<file path="src/hw/rtl/bmm_ram.sv">
// Generic single-clock RAM with one write port and one registered read port.
// No dependencies.
module bmm_ram #(
   parameter int WIDTH = 16,
   parameter int DEPTH = 256
) (
   input  logic                                  clock,
   input  logic                                  wr_en,
   input  logic [(DEPTH > 1 ? $clog2(DEPTH) : 1)-1:0] wr_addr,
   input  logic [WIDTH-1:0]                      wr_data,
   input  logic [(DEPTH > 1 ? $clog2(DEPTH) : 1)-1:0] rd_addr,
   output logic [WIDTH-1:0]                      rd_data
);

   logic [WIDTH-1:0] mem [DEPTH];
   logic [WIDTH-1:0] rd_data_ff;

   always_ff @(posedge clock) begin
      if (wr_en) begin
         mem[wr_addr] <= wr_data;
      end
      rd_data_ff <= mem[rd_addr];
   end

   assign rd_data = rd_data_ff;

endmodule

</file>
<file path="config.mk">
export PLATFORM = sky130hd
export DESIGN_NAME = bmm_ram
export DESIGN_NICKNAME = d
export VERILOG_FILES = /design/src/hw/rtl/bmm_ram.sv
export SDC_FILE = /design/constraint.sdc
export NUM_CORES = 2
export LEC_CHECK = 0
export BUFFER_PORTS_ARGS = -buffer_cell sky130_fd_sc_hd__buf_2
export CORE_MARGIN = 5
export CORE_UTILIZATION = 30
export DETAILED_ROUTE_END_ITERATION = 8
export PLACE_DENSITY = 0.46
export SYNTH_ARGS = -nofsm -noshare
export SYNTH_HDL_FRONTEND = slang
export SYNTH_SLANG_ARGS = --single-unit
</file>
<file path="constraint.sdc">
create_clock -name clock -period 2.7 [get_ports clock]
set_input_delay 0 -clock clock [delete_from_list [all_inputs] [get_ports clock]]
set_output_delay 0 -clock clock [all_outputs]
set_load 0.03 [all_outputs]
</file>
### Word level (Yosys, flattened, before mapping)

Memory sizes are Yosys's and may differ from the RTL's. A register that Yosys moved wholly into a read port is not among the register bits.
Cells that the tools add are included.

* multiplexer cells: 2

Operator list (number)
* 2-to-1 mux 1 bit: 2

* bits in registers: 0
* memories kept: 1
* bits in writable memories: 4096
* output and inout port bits: 16
* word-level logic and storage cells: 3

Memory list
* mem: depth 256, bits a word 16, read ports 1, clocked after memory_dff 1, write ports 1, line 15 `logic [WIDTH-1:0] mem [DEPTH];`

### Longest topological paths before layout

* depth in word-level cells: 2
* mapped depth: 12
* depth with buffers taken out: 6

### Worst setup path after synthesis

OpenSTA, ideal clock, no wires.

* kind: in2reg
* start point: in wr_addr[3] in the netlist's numbering
* end point: mem mem[235][0], enable pin
* arrival time: 1.777 ns
* stages: 6
* path slack: 0.535 ns
* buffers on the path: 3
* required time: 2.312 ns
* cell sequence: clkbuf_1 -> nor2b_1 -> clkbuf_1 -> nand4_1 -> clkbuf_1 -> nor2_1

RTL lines
* start: declaration: line 9 `input logic [(DEPTH > 1 ? $clog2(DEPTH) : 1)-1:0] wr_addr,`
* end: declaration: line 15

No word-level cell before the write port.

==> results.cfg <==
[synth]
yosys_warnings = 0
synth_area_leaders = edfxtp_1 77%, mux4_2 11%, mux2i_1 3.6%
synth_top_area_share_pct = 77.50
yosysSeqAreaShare_pct = 77.70
ys_seq_elements = 4112
synth_fp_nets = 7394
avgSynthCellArea_um2 = 21.56
synth_async_sr_flop_share_pct = 0
yosys.area.top_type = edfxtp_1
synth_ff_type = edfxtp_1
synth_most_common_cell = edfxtp_1
syn_area_um2 = 158700
yosysUniqueCellTypes = 52
synth_common_cells = 4096 x edfxtp_1, 797 x mux4_2, 565 x mux2i_1, 304 x nor2_1, 252 x o221ai_1
synth_edf_count = 4096
syn_inst = 7360

[pwr]
power_density_nw_per_um2 = 730.1
switching_share_pct = 22.05
p_leak_nw = 60.45
clockPowerShare_pct = 43.5
p_int_mw = 107.9
power_mw = 138.5
peakVddDrop_mv = 0.5542
power_switching_mw = 30.53
pwr-share-comb_pct = 5.6
seqPwrFrac_pct = 50.9

[critical_path]
crit_top_cell = mux4_2
cp.required_ns = 3.57
critical_path.slowest_cell = mux4_2
start_kind = register
crit_fanout = 1
path_class = register to register
crit_chain = mux4_2, mux4_2, a22o_1, o32ai_4, nor4_1
crit_path_end_kind = register
critPathMaxStageDelay_ns = 0.53
cp.arrival_ns = 3.52

[sta]
clock_skew_ns = 0.1406
relSlewSlack_pct = 20.16
worstMarginPinSlew_ns = 1.188
tns_ns = 0
finalSetupViolCount = 0
hold_viol = 0
finalCritPeriodShare_pct = 98.42
rsz0062_at_grt = no
finalWorstPathRequiredPeriod_ns = 2.657
final.setup.worst_slack_ns = 0.04255
final-max-slew-violation-count = 0
fmax_mhz = 376.3

[clock_network]
post_cts_buffers = 0
htreeDepth = 5
cts.sinks = 4112
cts_buffers = 446
cts_tree = done
clockBufferDepth = 4
clock_latency_ns = 1.04
path_clk_slew_ns = 0.06
root_buffer = clkbuf_16

[detailed_routing]
vias_per_cell = 5.070
drc = 0
drtAntennaViolNets = 0
drt-pass1-iter-count = 5
dr_total_vias = 80150
wl_per_cell_um = 30.17
wirelength_um = 477000
drt_iter0_drc = 7640

[grt]
grt_pass1_vias = 82360
grt_max_degree = 92
grt-ovfl-total = 0
grt_pass1_wl_um = 664900
antenna_found_initial = 28
track_usage_pct = 17.18

[place]
dp_hpwl_um = 299900
dpl_worst_slack_ns = -1.034
gp_congestion = 0.8121
io_buffers = 49
place_area_um2 = 174700

[final_layout]
final_area_um2 = 189600
regArea_um2 = 123300
num-nets-final = 8461
fillerInstances = 48550
multi_input_area_um2 = 33270
drive_gt1_share_pct = 30.91
areaGrowthSynthToFinish_pct = 19.49

[floorplan]
num_io_pins = 50
die_y_um = 737.4
rows = 267
start_util_pct = 30.05
core_um2 = 528200
fp.dieW_um = 737.4
die_area_um2 = 543700

[flow_run]
maxCapViolations = 0

[hold_path]
hp-class = input port to register

[status]
run_status = finished, final reports clean
## through the flow
stage,instances,utilization [%],hold WS [ns]
after global placement,14930,33.07,0.4947
after detailed placement,14930,33.07,0.5120
final,15810,35.91,0.09779
after CTS,15800,35.90,0.00002170
after floorplan,7360,-,0.09887
after global routing,15800,35.90,0.05588
## critical path, delay by kind of cell (launching register included)
kind               cells  cell delay [ns]
DFF                    1             0.36
and+or+nand+nor        1             0.12
AOI/OAI and AO/OA      2             1.02
muxes                  2             1.00
## path summary, 6_finish.rpt
kind | cells past startpoint | startpoint | slack, ns | endpoint
worst max-delay path | 5 | mem[59][3] | 0.04 | rd_data[3]
worst min-delay path | 2 | wr_data[2] | 0.1 | mem[126][2]
worst max register to register | 5 | mem[59][3] | 0.04 | rd_data[3]
worst min register to register | 6 | mem[194][13] | 1.03 | rd_data[13]
## timing repair
action	4_1_cts	5_1_grt
endpoints found under the setup margin	5	3
gates resized for setup	10	5
endpoints found under the hold margin	5024	0
hold buffers	40	0
pin swaps	0	1
## power groups by stage
| stage | clock [mW] | combinational [mW] | sequential, mW |
|---|---|---|---|
| 3_3_place_gp | 0 | 7.65 | 71.9 |
| 5_1_grt | 64.2 | 8.11 | 70.5 |
| 3_5_place_dp | 0 | 7.74 | 71.9 |
| 2_1_floorplan | 0 | 3.47 | 71.9 |
| 6_report | 60.2 | 7.72 | 70.5 |
| 4_1_cts | 61.6 | 7.83 | 70.5 |
## flip-flops by register name (all words and copies together), names as in the netlist
register and count:
mem 4096, rd_data 16
## final cells by class
cell class,instances,share of cell area (%)
Multi-Input combinational cell,2792,17.54
Sequential cell,4112,65.02
Clock inverter,265,1.451
Inverter,4,0.01451
Timing Repair Buffer,1071,5.168
Antenna cell,13,0.01715
Tap cell,6994,4.614
Clock buffer,558,6.165
## placed cells by master (no fill, tap or decap), types with 26 or more instances in the layout
cell type	count
a21oi_1	175
a221oi_1	28
a22o_1	28
a22oi_1	43
buf_12	127
buf_2	28
buf_4	856
bufinv_16	41
clkbuf_1	102
clkbuf_16	447
clkinv_1	98
clkinv_2	74
dlygate4sd3_1	40
edfxtp_1	4096
mux2_2	88
mux2i_1	565
mux4_2	797
nand2_1	37
nand3_1	26
nand4_1	26
nor2_1	160
nor2_2	143
nor3_1	90
o21ai_0	37
o221ai_1	252
o22ai_1	148
## cells by family (layout without fill, tap and decap cells)
group                  count (synthesis)  count (layout)  share of synthesized area [%]
other                                  0              13                              0
multiplexers                        1450            1450                          15.50
AND/OR/NAND/NOR                      556             556                          1.574
AO/OA/AOI/OAI                        786             786                          3.537
flip-flops                          4112            4112                          77.70
buffers and inverters                456            1898                          1.693
## routing by layer
| layer | wire, um | share of wire [%] | GRT usage (%) |
|---|---|---|---|
| met5 | 55 | 0.012 | 0 |
| met3 | 24540 | 5.1 | 2.402 |
| met1 | 209300 | 44 | 23.96 |
| met4 | 11640 | 2.4 | 4.095 |
| met2 | 231500 | 49 | 28.46 |
(Power assumes the default switching activity.)
