--- config.mk ---
export PLATFORM = sky130hd
export DESIGN_NAME = bmm_mac
export DESIGN_NICKNAME = d
export VERILOG_FILES = /design/src/hw/rtl/bmm_pkg.sv /design/src/hw/rtl/bmm_mac.sv
export SDC_FILE = /design/constraint.sdc
export NUM_CORES = 1
export LEC_CHECK = 0
export BUFFER_PORTS_ARGS = -buffer_cell sky130_fd_sc_hd__buf_2
export CORE_UTILIZATION = 45
export CTS_CLUSTER_DIAMETER = 120
export DETAILED_ROUTE_END_ITERATION = 6
export MAX_ROUTING_LAYER = met4
export PLACE_DENSITY_LB_ADDON = 0.08
export SYNTH_ARGS = -nofsm -noshare
export SYNTH_HDL_FRONTEND = slang
export SYNTH_SLANG_ARGS = --single-unit
--- constraint.sdc ---
create_clock -name clock -period 8.88 [get_ports clock]
set_clock_uncertainty 0.2 [all_clocks]
set_input_delay 0 -clock clock [delete_from_list [all_inputs] [get_ports clock]]
set_output_delay 0 -clock clock [all_outputs]
set_load 0.01 [all_outputs]
--- src/hw/rtl/bmm_pkg.sv ---
// Shared definitions for the batched matrix multiply block: field widths,
// operation and register codes, reset values and the datapath control bundle.
// No dependencies.
package bmm_pkg;

   // Fixed field widths of the request, response and register channels.
   localparam int OP_W    = 2;
   localparam int BATCH_W = 2;
   localparam int IDX_W   = 3;
   localparam int ELEM_W  = 16;
   localparam int CVAL_W  = 32;
   localparam int DIM_W   = 4;
   localparam int NB_W    = 3;
   localparam int CSR_IDX_W  = 2;
   localparam int CSR_DATA_W = 4;

   // Operation codes carried in the op field.
   localparam logic [OP_W-1:0] OP_LOAD_A  = 2'd0;
   localparam logic [OP_W-1:0] OP_LOAD_B  = 2'd1;
   localparam logic [OP_W-1:0] OP_COMPUTE = 2'd2;

   // Register indexes of the configuration port.
   localparam logic [CSR_IDX_W-1:0] CSR_ROWS    = 2'd0;
   localparam logic [CSR_IDX_W-1:0] CSR_INNER   = 2'd1;
   localparam logic [CSR_IDX_W-1:0] CSR_COLS    = 2'd2;
   localparam logic [CSR_IDX_W-1:0] CSR_BATCHES = 2'd3;

   // Register values after reset.
   localparam logic [DIM_W-1:0] ROWS_RST    = 4'd8;
   localparam logic [DIM_W-1:0] INNER_RST   = 4'd8;
   localparam logic [DIM_W-1:0] COLS_RST    = 4'd8;
   localparam logic [NB_W-1:0]  BATCHES_RST = 3'd1;

   // Default sizes handed to the top level parameters.
   localparam int MAX_DIM_DEF    = 8;
   localparam int MAX_BATCH_DEF  = 4;
   localparam int ELEM_WIDTH_DEF = 16;

   // Control that travels with the store read data into the MAC datapath.
   typedef struct packed {
      logic vld;
      logic first;
      logic last;
   } mac_ctl_type;

endpackage

--- src/hw/rtl/bmm_mac.sv ---
// Multiply-accumulate datapath: registered product, accumulator and
// saturation of the final sum to 32 bits. Depends on bmm_pkg.
module bmm_mac #(
   parameter int EW = 16
) (
   input  logic                       clock,
   input  logic                       reset,
   input  bmm_pkg::mac_ctl_type       ctl,
   input  logic [EW-1:0]              a_data,
   input  logic [EW-1:0]              b_data,
   output logic [bmm_pkg::CVAL_W-1:0] sum,
   output logic                       done
);
   import bmm_pkg::*;

   localparam int PROD_W = 2 * EW;
   localparam int ACC_W  = (PROD_W + 4 > CVAL_W + 1) ? PROD_W + 4 : CVAL_W + 1;

   logic signed [PROD_W-1:0] prod_ff, prod_in;
   logic                     prod_vld_ff, prod_first_ff, prod_last_ff;
   logic [ACC_W-1:0]         acc_ff, acc_in, prod_ext;
   logic                     done_ff;
   logic [ACC_W-CVAL_W:0]    acc_hi;

   assign prod_in  = $signed(a_data) * $signed(b_data);
   assign prod_ext = {{(ACC_W - PROD_W){prod_ff[PROD_W-1]}}, prod_ff};
   assign acc_in   = (prod_first_ff ? '0 : acc_ff) + prod_ext;

   always_ff @(posedge clock) begin
      if (reset) begin
         prod_vld_ff <= 1'b0;
         done_ff     <= 1'b0;
      end else begin
         prod_vld_ff <= ctl.vld;
         done_ff     <= prod_vld_ff && prod_last_ff;
      end
      prod_ff       <= prod_in;
      prod_first_ff <= ctl.first;
      prod_last_ff  <= ctl.last;
      if (prod_vld_ff) begin
         acc_ff <= acc_in;
      end
   end

   // The sum is in range when every bit from bit 31 upward equals the sign.
   assign acc_hi = acc_ff[ACC_W-1:CVAL_W-1];

   always_comb begin
      if ((&acc_hi) || !(|acc_hi)) begin
         sum = acc_ff[CVAL_W-1:0];
      end else if (acc_ff[ACC_W-1]) begin
         sum = {1'b1, {(CVAL_W - 1){1'b0}}};
      end else begin
         sum = {1'b0, {(CVAL_W - 1){1'b1}}};
      end
   end

   assign done = done_ff;

endmodule

### After elaboration in Yosys (flattened, before gate mapping)

Cells that the tools add are included.

| operators by class | value |
|---|---|
| $add $sub $neg | 1 |
| $mul | 1 |
| multiplexer cells | 3 |
| reductions and logical operators | 5 |

Operators with widths:

| cell | number |
|---|---|
| two-way mux 32 bit | 2 |
| adder 36 bit | 1 |
| two-way mux 36 bit | 1 |
| multiplier 16 x 16 -> 32 bit | 1 |
| AND reduction 5 bit | 1 |
| OR reduction 5 bit | 1 |
| logical AND 1 bit | 1 |
| logical NOT 1 bit | 1 |
| logical OR 1 bit | 1 |

| storage, ports and cells | value |
|---|---|
| bits in registers | 72 |
| input port bits | 37 |
| logic and storage cells | 16 |

### Logic depth before layout (Yosys ltp)

Gate-level depths: netlist (run 1).

| logic depth | value |
|---|---|
| word-level depth | 4 |
| gate-level depth with buffers | 25 |
| depth with buffers taken out | 24 |

### Least setup slack after synthesis (run 1)

OpenSTA, ideal clock, no wires.

| path | value |
|---|---|
| kind | input -> register |
| start point | input port b_data[1] |
| end point | register prod_ff[30] |
| setup time | 0.118 ns |
| arrival time | 5.538 ns |
| required time | 8.562 ns |
| setup slack | 3.024 ns |
| stages on the path | 23 |
| buffers on the path | 1 |
| path through | clkbuf_1 nand2_1 inv_1 fa_1 fa_1 inv_1 fa_1 inv_1 fa_1 fa_1 inv_1 fa_1 inv_1 ha_1 and4_1 or3_1 o2111ai_1 o22ai_1 a41oi_1 a21oi_1 o21ai_1 nand2_1 xor2_1 |

| on the way | value |
|---|---|
| word-level cells in the longest chain between the ends | 1 |

RTL lines:

| what | line | source |
|---|---|---|
| from (decl) | bmm_mac.sv:10 | `input logic [EW-1:0] b_data,` |
| multiplier 16 x 16 -> 32 bit | bmm_mac.sv:25 | `assign prod_in = $signed(a_data) * $signed(b_data);` |
| via prod_in[30] | bmm_mac.sv:19 | `logic signed [PROD_W-1:0] prod_ff, prod_in;` |
| to (signal assigned) | bmm_mac.sv:37 | `prod_ff <= prod_in;` |
| to (decl) | bmm_mac.sv:19 |  |

The timed path passes the listed nets, and every way through them passes these cells.
A chain may end at the register's enable or synchronous reset.

### Final worst setup path (run 1)

| path | value |
|---|---|
| start point | input port b_data[5] |
| end point | register prod_ff[30] |

Same word-level chain as after synthesis.

==> key figures, run 1 <==
Clock network
  – Clock Latency Late Sink: 0.33 ns
  – CTS tree: yes
  – CTS Buffer Depth: 2
  – CTS Root Cell: clkbuf_16
  – Inserted Clock Buffers: 9
  – Clock sinks: 72
  – H-tree Lvls: 3
  – Resized cells post-CTS: 0
  – Post-CTS Setup Inserts: 0
  – Clk slew on worst S/H paths: 0.05 ns

Die
  – Starting density of the core: 45.70%
  – Number of cell rows: 64
  – Io pins: 70
  – Full die area: 31,770 um^2
  – Core Area: 30,590 um^2
  – Die extent in x: 178.2 um
  – Die H: 178.2 um

Synth
  – Syn avg cell area: 9.313 um^2
  – Post-synth EDFFs: 36
  – Post-synthesis sequential area ratio: 12.89%
  – Largest area contributor in the netlist: fa_1
  – Largest cells by area after synthesis: fa_1, ha_1, inv_1, edfxtp_1, and2_1
  – Syn_nets: 1,918
  – Synthesized netlist cell count: 1,501
  – Ys Warns: 0
  – Cell Area, Synth: 13,980 um^2
  – Synth Register Bits: 72
  – Yosys top cell area share: 37.67%
  – Yosys cell types: 58
  – Primary FF master, synth: edfxtp_1
  – Ys async rst share: 0%

STA
  – Peak Freq: 165.0 MHz
  – Slew @ Worst Pin: 0.5920 ns
  – Pins over their slew limit: 0
  – Rel. slew slack: 60.54%
  – Final Critical Period: 6.060 ns
  – Hold_ws: 0.1057 ns
  – RSZ-0062 raised after global routing: false
  – Setup Viol. Count Final: 0
  – Final Hold Viols: 0
  – Final worst path period share: 68.24%
  – Setup TNS: 0 ns

Worst setup path
  – Crit path launch: b_data[5]
  – FF-to-FF setup slack: 5.23 ns
  – Cells on worst reg2reg path: 13
  – R2r startpoint: prod_first_ff
  – RR Endpoint: acc_ff[25]
  – Setup crit start kind: input port
  – Crit path required time: 8.90 ns
  – WS Path Type: input port to flop
  – Worst setup EP type: flop
  – Worst setup path endpoint: prod_ff[30]
  – Worst-path maximum fanout: 16
  – CP Data Arrival Time: 6.08 ns

Routing
  – DRT Pass-1 Iters: 5
  – Vias/cell: 4.958
  – DRC viols: 0
  – Final ANT Viol Nets: 0
  – Vias: 9,644
  – Avg WL per Cell: 16.00 um
  – Final WL: 31,120 um
  – DRT iter0 DRCs: 573

Place
  – Final HPWL DP: 25,630 um
  – # port buffers: 69
  – RePlAce Congestion: 0.8460

Layout
  – ANT cells: 0
  – Nets: 1,961
  – Area growth syn-to-layout: 7.546%
  – Filler cells: 2,989
  – Share of cells above drive strength 1: 6.456%

GRT
  – Overall Global Routing Usage: 21.76%
  – Initial antenna violation count: 0
  – Global-route wire length before repair: 52,720 um
  – Number of global-route vias before repair: 10.14k
  – Overflow after GRT: 0
  – Largest net degree at the start of global routing: 38

Hold path
  – Worst Hold Class: input port to flop

Run status
  – Status: finished clean

Flow run
  – Maximum Capacitance Violations: 0
critical path, cell delays in order:
cell and delay, ns:
buf_2 0.28, and2_1 0.22, inv_1 0.07, fa_1 0.54, inv_1 0.07, fa_1 0.78, fa_1 0.52, fa_1 0.50
fa_1 0.50, inv_1 0.05, fa_1 0.47, inv_1 0.04, ha_1 0.33, a221oi_1 0.26, o21ai_0 0.12, nor4b_1 0.27
o22ai_1 0.19, a41oi_1 0.37, a21oi_1 0.14, o21ai_1 0.14, nand2_1 0.08, xor2_1 0.13
layout by cell type, fill, tap and decap left out, drive strengths merged, types with 5 or more instances in the layout:
master / Yosys / routed
xor2: 16 / 16
dlygate4sd3: 0 / 6
nor2: 32 / 32
nand3: 9 / 9
o2111ai: 5 / 5
edfxtp: 36 / 36
o21bai: 12 / 12
fa: 263 / 263
and3: 7 / 7
ha: 117 / 117
nor3: 10 / 10
a211oi: 9 / 9
o21ai: 34 / 34
nor2b: 42 / 42
xnor2: 51 / 51
o211ai: 5 / 5
nand2: 147 / 147
a21o: 45 / 45
inv: 329 / 331
and2: 123 / 123
a31oi: 9 / 9
buf: 0 / 73
nand2b: 17 / 17
nand4: 5 / 5
dfxtp: 36 / 36
clkbuf: 45 / 11
a21oi: 52 / 52
cell usage after synthesis, types with 12 or more instances:
master,n
a21o_1,43
a21oi_1,51
and2_1,123
clkbuf_1,45
dfxtp_1,36
edfxtp_1,36
fa_1,263
ha_1,117
inv_1,329
nand2_1,147
nand2b_1,17
nor2_1,32
nor2b_1,42
o21ai_0,27
o21bai_1,12
xnor2_1,51
xor2_1,16
sequential cells by signal, summed over array words and instances (netlist names):
register / count
acc_ff: 36
prod_ff: 32
done: 1
prod_first_ff: 1
prod_last_ff: 1
prod_vld_ff: 1
what timing repair did:
item	4_1_cts	5_1_grt
setup endpoints to repair	0	0
hold buffers	6	0
endpoints found under the hold margin	5	0
worst min path at each step:
| stage | from | endpoint | slack, ns | cells after the start |
|---|---|---|---|---|
| final | ctl[0] | prod_last_ff | 0.11 | 2 |
| after detailed placement | ctl[0] | prod_last_ff | -0.09 | 1 |
| after CTS | ctl[0] | prod_last_ff | 0.09 | 2 |
| after global placement | ctl[0] | prod_last_ff | -0.1 | 1 |
| after global routing | ctl[0] | prod_last_ff | 0.11 | 2 |
| after floorplan | ctl[1] | prod_first_ff | -0.17 | 0 |
through the flow:
stage / util [%] / cell area, um^2 / setup WS (ns) / cells
CTS: 49.15 / 15030 / 2.823 / 1945
detailed placement: 47.95 / 14670 / 2.483 / 1923
global route: 49.15 / 15030 / 2.502 / 1945
floorplan: - / 13980 / 3.024 / 1501
finish: 49.15 / 15030 / 2.820 / 1945
global placement: 47.95 / 14670 / 2.598 / 1923
final cells by class:
cell class | instances | area [um^2] | share of cell area (%)
inverter | 329 | 1235 | 8.215
tap | 396 | 495.5 | 3.296
sequential | 72 | 1802 | 11.99
clock buffer | 11 | 254.0 | 1.690
multi-input combinational | 1053 | 10760 | 71.57
timing repair buffer | 79 | 435.4 | 2.896
clock inverter | 5 | 52.55 | 0.3496
logic make-up after synthesis:
logic type	count (synthesis)	share of synthesized area (%)
xor+xnor	67	4.198
fa+ha+maj	380	48.14
compound gates	202	9.739
simple gates	404	14.85
buf+inv	376	10.19
flops	72	12.89
routing by layer:
| metal | global-route usage, % | wire length [um] | vias up | part of all wire, % |
|---|---|---|---|---|
| li1 | - | - | 4731 | - |
| met1 | 33.07 | 16930 | 4731 | 54 |
| met2 | 31.96 | 13020 | 163 | 42 |
| met3 | 1.748 | 897 | 19 | 2.9 |
| met4 | 3.884 | 273 | 0 | 0.88 |
| met5 | - | 0 | - | 0 |
Power of run 1 is not shown: default switching activity piles up to over one toggle a cycle in this logic, so the estimate is an artifact.
==> run 2, diff against run 1 <==
==> constraint.sdc (replaced) <==
create_clock -name clock -period 6.3 [get_ports clock]
set_clock_uncertainty 0.2 [all_clocks]
set_input_delay 0 -clock clock [delete_from_list [all_inputs] [get_ports clock]]
set_output_delay 0 -clock clock [all_outputs]
set_load 0.01 [all_outputs]
==> key figures, run 2 (synthesized netlist as in run 1, its figures left out) <==
Run status
  – Status: finished clean

Routing
  – Avg WL per Cell: 15.82 um
  – Final WL: 31,110 um
  – DRT Pass-1 Iters: 4
  – DRT iter0 DRCs: 489
  – Vias/cell: 4.865
  – DRC viols: 0
  – Final ANT Viol Nets: 0
  – Vias: 9,570

Layout
  – Filler cells: 2,907
  – Core Util, Final: 49.84%
  – Area growth syn-to-layout: 9.058%
  – Share of cells above drive strength 1: 7.829%
  – ANT cells: 0
  – Final Non-Filler Cells: 1,967
  – Top reg by flops: acc_ff
  – Nets: 1,983
  – Highest-count cells in the layout ignoring fill and taps: inv_1, fa_1, nand2_1
  – Max reg flops: 36
  – Most common cell after layout, fill and taps aside: inv_1
  – Largest regs: acc_ff x36, prod_ff x32

Place
  – RePlAce Congestion: 0.8857
  – # port buffers: 69
  – # placed instances: 1,946
  – Final HPWL DP: 26,460 um

Die
  – Io pins: 70
  – Core Area: 30,590 um^2
  – Full die area: 31,770 um^2
  – Die H: 178.2 um
  – Number of cell rows: 64
  – Die extent in x: 178.2 um
  – Starting density of the core: 45.70%

STA
  – Setup Viol. Count Final: 0
  – Pins over their slew limit: 0
  – Final Hold Viols: 0
  – Slew @ Worst Pin: 0.4951 ns
  – Hold_ws: 0.04193 ns
  – Final worst path period share: 94.13%
  – Final Critical Period: 5.930 ns
  – Setup TNS: 0 ns
  – Rel. slew slack: 66.99%
  – RSZ-0062 raised after global routing: false
  – Peak Freq: 168.6 MHz

GRT
  – Largest net degree at the start of global routing: 38
  – Overflow after GRT: 0
  – Number of global-route vias before repair: 10.01k
  – Initial antenna violation count: 0
  – Overall Global Routing Usage: 21.53%
  – Global-route wire length before repair: 51,940 um

Worst setup path
  – Crit path required time: 6.31 ns
  – WS Path Type: input port to flop
  – Critical-path top delay cell: fa_1
  – Max incr delay on CP: 0.54 ns
  – Cells on worst reg2reg path: 12
  – Worst-path maximum fanout: 16
  – CP Data Arrival Time: 5.94 ns
  – Setup crit start kind: input port
  – Critical-path cell list: buf_2, nand2_1, inv_1, fa_1, fa_1, inv_1, fa_1, inv_1, fa_1, fa_1, inv_1, fa_1, inv_1, ha_1, a2111oi_0, o21ai_1, o311ai_0, a21oi_1, a41o_1, o41ai_4, o2111ai_1, a21oi_1, xnor2_1
  – RR Endpoint: acc_ff[32]
  – FF-to-FF setup slack: 2.67 ns
  – R2r startpoint: prod_first_ff
  – Worst path most repeated cell: fa_1
  – Worst setup EP type: flop

Clock network
  – Clock sinks: 72
  – H-tree Lvls: 3
  – CTS tree: yes
  – CTS Root Cell: clkbuf_16
  – Inserted Clock Buffers: 9
  – Clk slew on worst S/H paths: 0.05 ns
  – CTS Buffer Depth: 2
  – Clock Latency Late Sink: 0.34 ns

Hold path
  – Worst Hold Depth: 3
  – HP Start: a_data[0]
  – Worst Hold Class: input port to flop
  – WHS Endpoint: prod_ff[0]

Flow run
  – Maximum Capacitance Violations: 0
==> run 2: cell type report <==
class / count / area (um^2) / area share (%)
well taps: 396 / 495.5 / 3.250
clock inverters: 2 / 37.54 / 0.2462
clock buffers: 14 / 317.8 / 2.085
repair buffers: 101 / 598.1 / 3.923
flip-flops and latches: 72 / 1802 / 11.82
inverters: 329 / 1235 / 8.101
multi-input cells: 1053 / 10760 / 70.58
==> run 2: worst max-delay path, delay by kind of cell <==
family	cells	cell delay (ns)
buffers and inverters	6	0.61
xor gates and xnor gates	1	0.08
adders and majority gates	7	3.36
and+or+nand+nor	1	0.15
AOI/OAI and AO/OA	8	1.74
==> run 2: what timing repair did <==
item / in CTS / in global routing
endpoints found under the hold margin: 5 / 0
hold buffers: 5 / 0
setup buffers: 0 / 0
endpoints found under the setup margin: 0 / 0
resized for setup: 0 / 0
==> run 2: stage by stage <==
| stage | setup slack [ns] | cell area [um^2] |
|---|---|---|
| 4_1_cts | 0.3973 | 15240 |
| 3_3_place_gp | 0.1536 | 14840 |
| 5_1_grt | 0.04099 | 15240 |
| 3_5_place_dp | 0.05108 | 14840 |
| 6_report | 0.3696 | 15240 |
| 2_1_floorplan | 0.4444 | 13980 |
==> run 2: how the worst max path moves through the flow <==
stage	startpoint	to	cells after the start	slack, ns
floorplan	b_data[1]	prod_ff[30]	23	0.44
global placement	a_data[15]	prod_ff[31]	23	0.15
detailed placement	a_data[15]	prod_ff[31]	23	0.05
CTS	a_data[15]	prod_ff[31]	23	0.40
global route	a_data[15]	prod_ff[31]	23	0.04
finish	a_data[15]	prod_ff[31]	23	0.37
==> run 2: metal layers <==
metal	track usage (%)	vias up	share of wire, %
li1	-	4768	-
met1	32.32	4639	54
met2	31.60	143	42
met3	2.089	20	2.9
met4	4.202	0	1.2
met5	-	-	0
Power of run 2 is left out for the same reason.
==> run 3, diff against run 2 <==
--- a/config.mk
+++ b/config.mk
@@ -11,6 +11,7 @@
 export DETAILED_ROUTE_END_ITERATION = 6
 export MAX_ROUTING_LAYER = met4
 export PLACE_DENSITY_LB_ADDON = 0.08
+export RECOVER_POWER = 50
 export SYNTH_ARGS = -nofsm -noshare
 export SYNTH_HDL_FRONTEND = slang
 export SYNTH_SLANG_ARGS = --single-unit
==> key figures, run 3 (synthesized netlist as in run 1, its figures left out) <==
Clock network
  – Clock Latency Late Sink: 0.34 ns
  – CTS Root Cell: clkbuf_16
  – H-tree Lvls: 3
  – Resized cells post-CTS: 0
  – Inserted Clock Buffers: 9
  – CTS tree: yes
  – Clock sinks: 72
  – Clk slew on worst S/H paths: 0.05 ns
  – CTS Buffer Depth: 2

Worst setup path
  – RR Endpoint: acc_ff[32]
  – Worst-path maximum fanout: 16
  – FF-to-FF setup slack: 1.73 ns
  – WS Path Type: input port to flop
  – Crit path launch: a_data[15]
  – Crit path required time: 6.31 ns
  – Setup crit start kind: input port
  – R2r startpoint: prod_first_ff
  – Worst setup path endpoint: prod_ff[31]
  – CP Data Arrival Time: 5.94 ns
  – Cells on worst reg2reg path: 12
  – Worst setup EP type: flop

Die
  – Number of cell rows: 64
  – Starting density of the core: 45.70%
  – Die extent in x: 178.2 um
  – Die H: 178.2 um
  – Full die area: 31,770 um^2
  – Io pins: 70
  – Core Area: 30,590 um^2

Routing
  – DRT iter0 DRCs: 503
  – DRT Pass-1 Iters: 4
  – Vias/cell: 4.867
  – DRC viols: 0
  – Vias: 9,574
  – Final WL: 31,130 um
  – Final ANT Viol Nets: 0
  – Avg WL per Cell: 15.83 um

Run status
  – Failing checks: capacitance limit, slew limit
  – Status: finished with violations

Layout
  – Most common cell after layout, fill and taps aside: inv_1
  – Share of cells above drive strength 1: 6.556%
  – Highest-count cells in the layout ignoring fill and taps: inv_1, fa_1, nand2_1
  – Top reg by flops: acc_ff
  – Area growth syn-to-layout: 8.790%
  – Filler cells: 2,918
  – Final Non-Filler Cells: 1,967
  – Nets: 1,983
  – Largest regs: acc_ff x36, prod_ff x32
  – ANT cells: 0
  – Max reg flops: 36

STA
  – Hold_ws: 0.04162 ns
  – Slew @ Worst Pin: 2.075 ns
  – Setup Viol. Count Final: 0
  – Final Critical Period: 5.930 ns
  – Final Hold Viols: 0
  – Setup TNS: 0 ns
  – Pins over their slew limit: 75
  – Rel. slew slack: -38.34%
  – RSZ-0062 raised after global routing: false
  – Peak Freq: 168.6 MHz
  – Final worst path period share: 94.12%

Place
  – # port buffers: 69
  – # placed instances: 1,946
  – Final HPWL DP: 26,460 um
  – RePlAce Congestion: 0.8857

Flow run
  – Maximum Capacitance Violations: 2

Hold path
  – Worst Hold Class: input port to flop

GRT
  – Largest net degree at the start of global routing: 38
  – Overflow after GRT: 0
  – Initial antenna violation count: 0
  – Global-route wire length before repair: 51,940 um
  – Number of global-route vias before repair: 10.01k
  – Overall Global Routing Usage: 21.53%
==> run 3: cell count changes in the layout (fill, tap and decap cells not counted) <==
cell,before,now
and2_0,0,3
buf_4,27,23
and2_1,123,120
buf_2,69,54
clkbuf_1,1,20
o21ai_0,27,28
o21ai_2,1,0
==> run 3: metrics by stage <==
step	util, %	setup WS [ns]	cell area [um^2]
2_1_floorplan	-	0.4444	13980
3_3_place_gp	48.51	0.1536	14840
3_5_place_dp	48.51	0.05108	14840
4_1_cts	49.84	0.3973	15240
5_1_grt	49.71	0.04099	15210
6_report	49.71	0.3704	15210
==> run 3: how the worst min path moves through the flow <==
stage          slack (ns)       endpoint       from  cells past startpoint
2_1_floorplan       -0.17  prod_first_ff     ctl[1]                      0
3_3_place_gp         -0.1   prod_last_ff     ctl[0]                      1
6_report             0.04     prod_ff[0]  a_data[0]                      3
3_5_place_dp         -0.1   prod_last_ff     ctl[0]                      1
4_1_cts              0.03     prod_ff[0]  a_data[0]                      3
5_1_grt              0.04     prod_ff[0]  a_data[0]                      3
==> run 3: cell type report <==
cell class	count	area, um^2	share of cell area (%)
flip-flops and latches	72	1802	11.85
inverters	329	1235	8.121
repair buffers	101	564.3	3.711
multi-input cells	1053	10760	70.73
clock inverters	2	37.54	0.2468
clock buffers	14	317.8	2.090
well taps	396	495.5	3.258
==> run 3: critical path, stage by stage <==
cell and delay, ns:
buf_2 0.27, nand2_1 0.15, inv_1 0.14, fa_1 0.54
fa_1 0.53, inv_1 0.05, fa_1 0.50, inv_1 0.05
fa_1 0.49, fa_1 0.49, inv_1 0.05, fa_1 0.47
inv_1 0.04, ha_1 0.34, a2111oi_0 0.43, o21ai_1 0.13
o311ai_0 0.14, a21oi_1 0.12, a41o_1 0.27, o41ai_4 0.29
o2111ai_1 0.17, a21oi_1 0.19, xnor2_1 0.08
==> run 3: routing by layer <==
metal | vias to the layer above | global-route usage (%) | share of wire (%)
met2 | 136 | 31.60 | 42
met4 | 0 | 4.202 | 1.2
met3 | 20 | 2.089 | 2.5
met5 | - | - | 0
met1 | 4650 | 32.32 | 54
li1 | 4768 | - | -
==> run 3: timing repair <==
action	in CTS	in global routing
endpoints found under the hold margin	5	0
setup buffers	0	0
hold buffers	5	0
endpoints found under the setup margin	0	0
Power of run 3 is left out for the same reason.
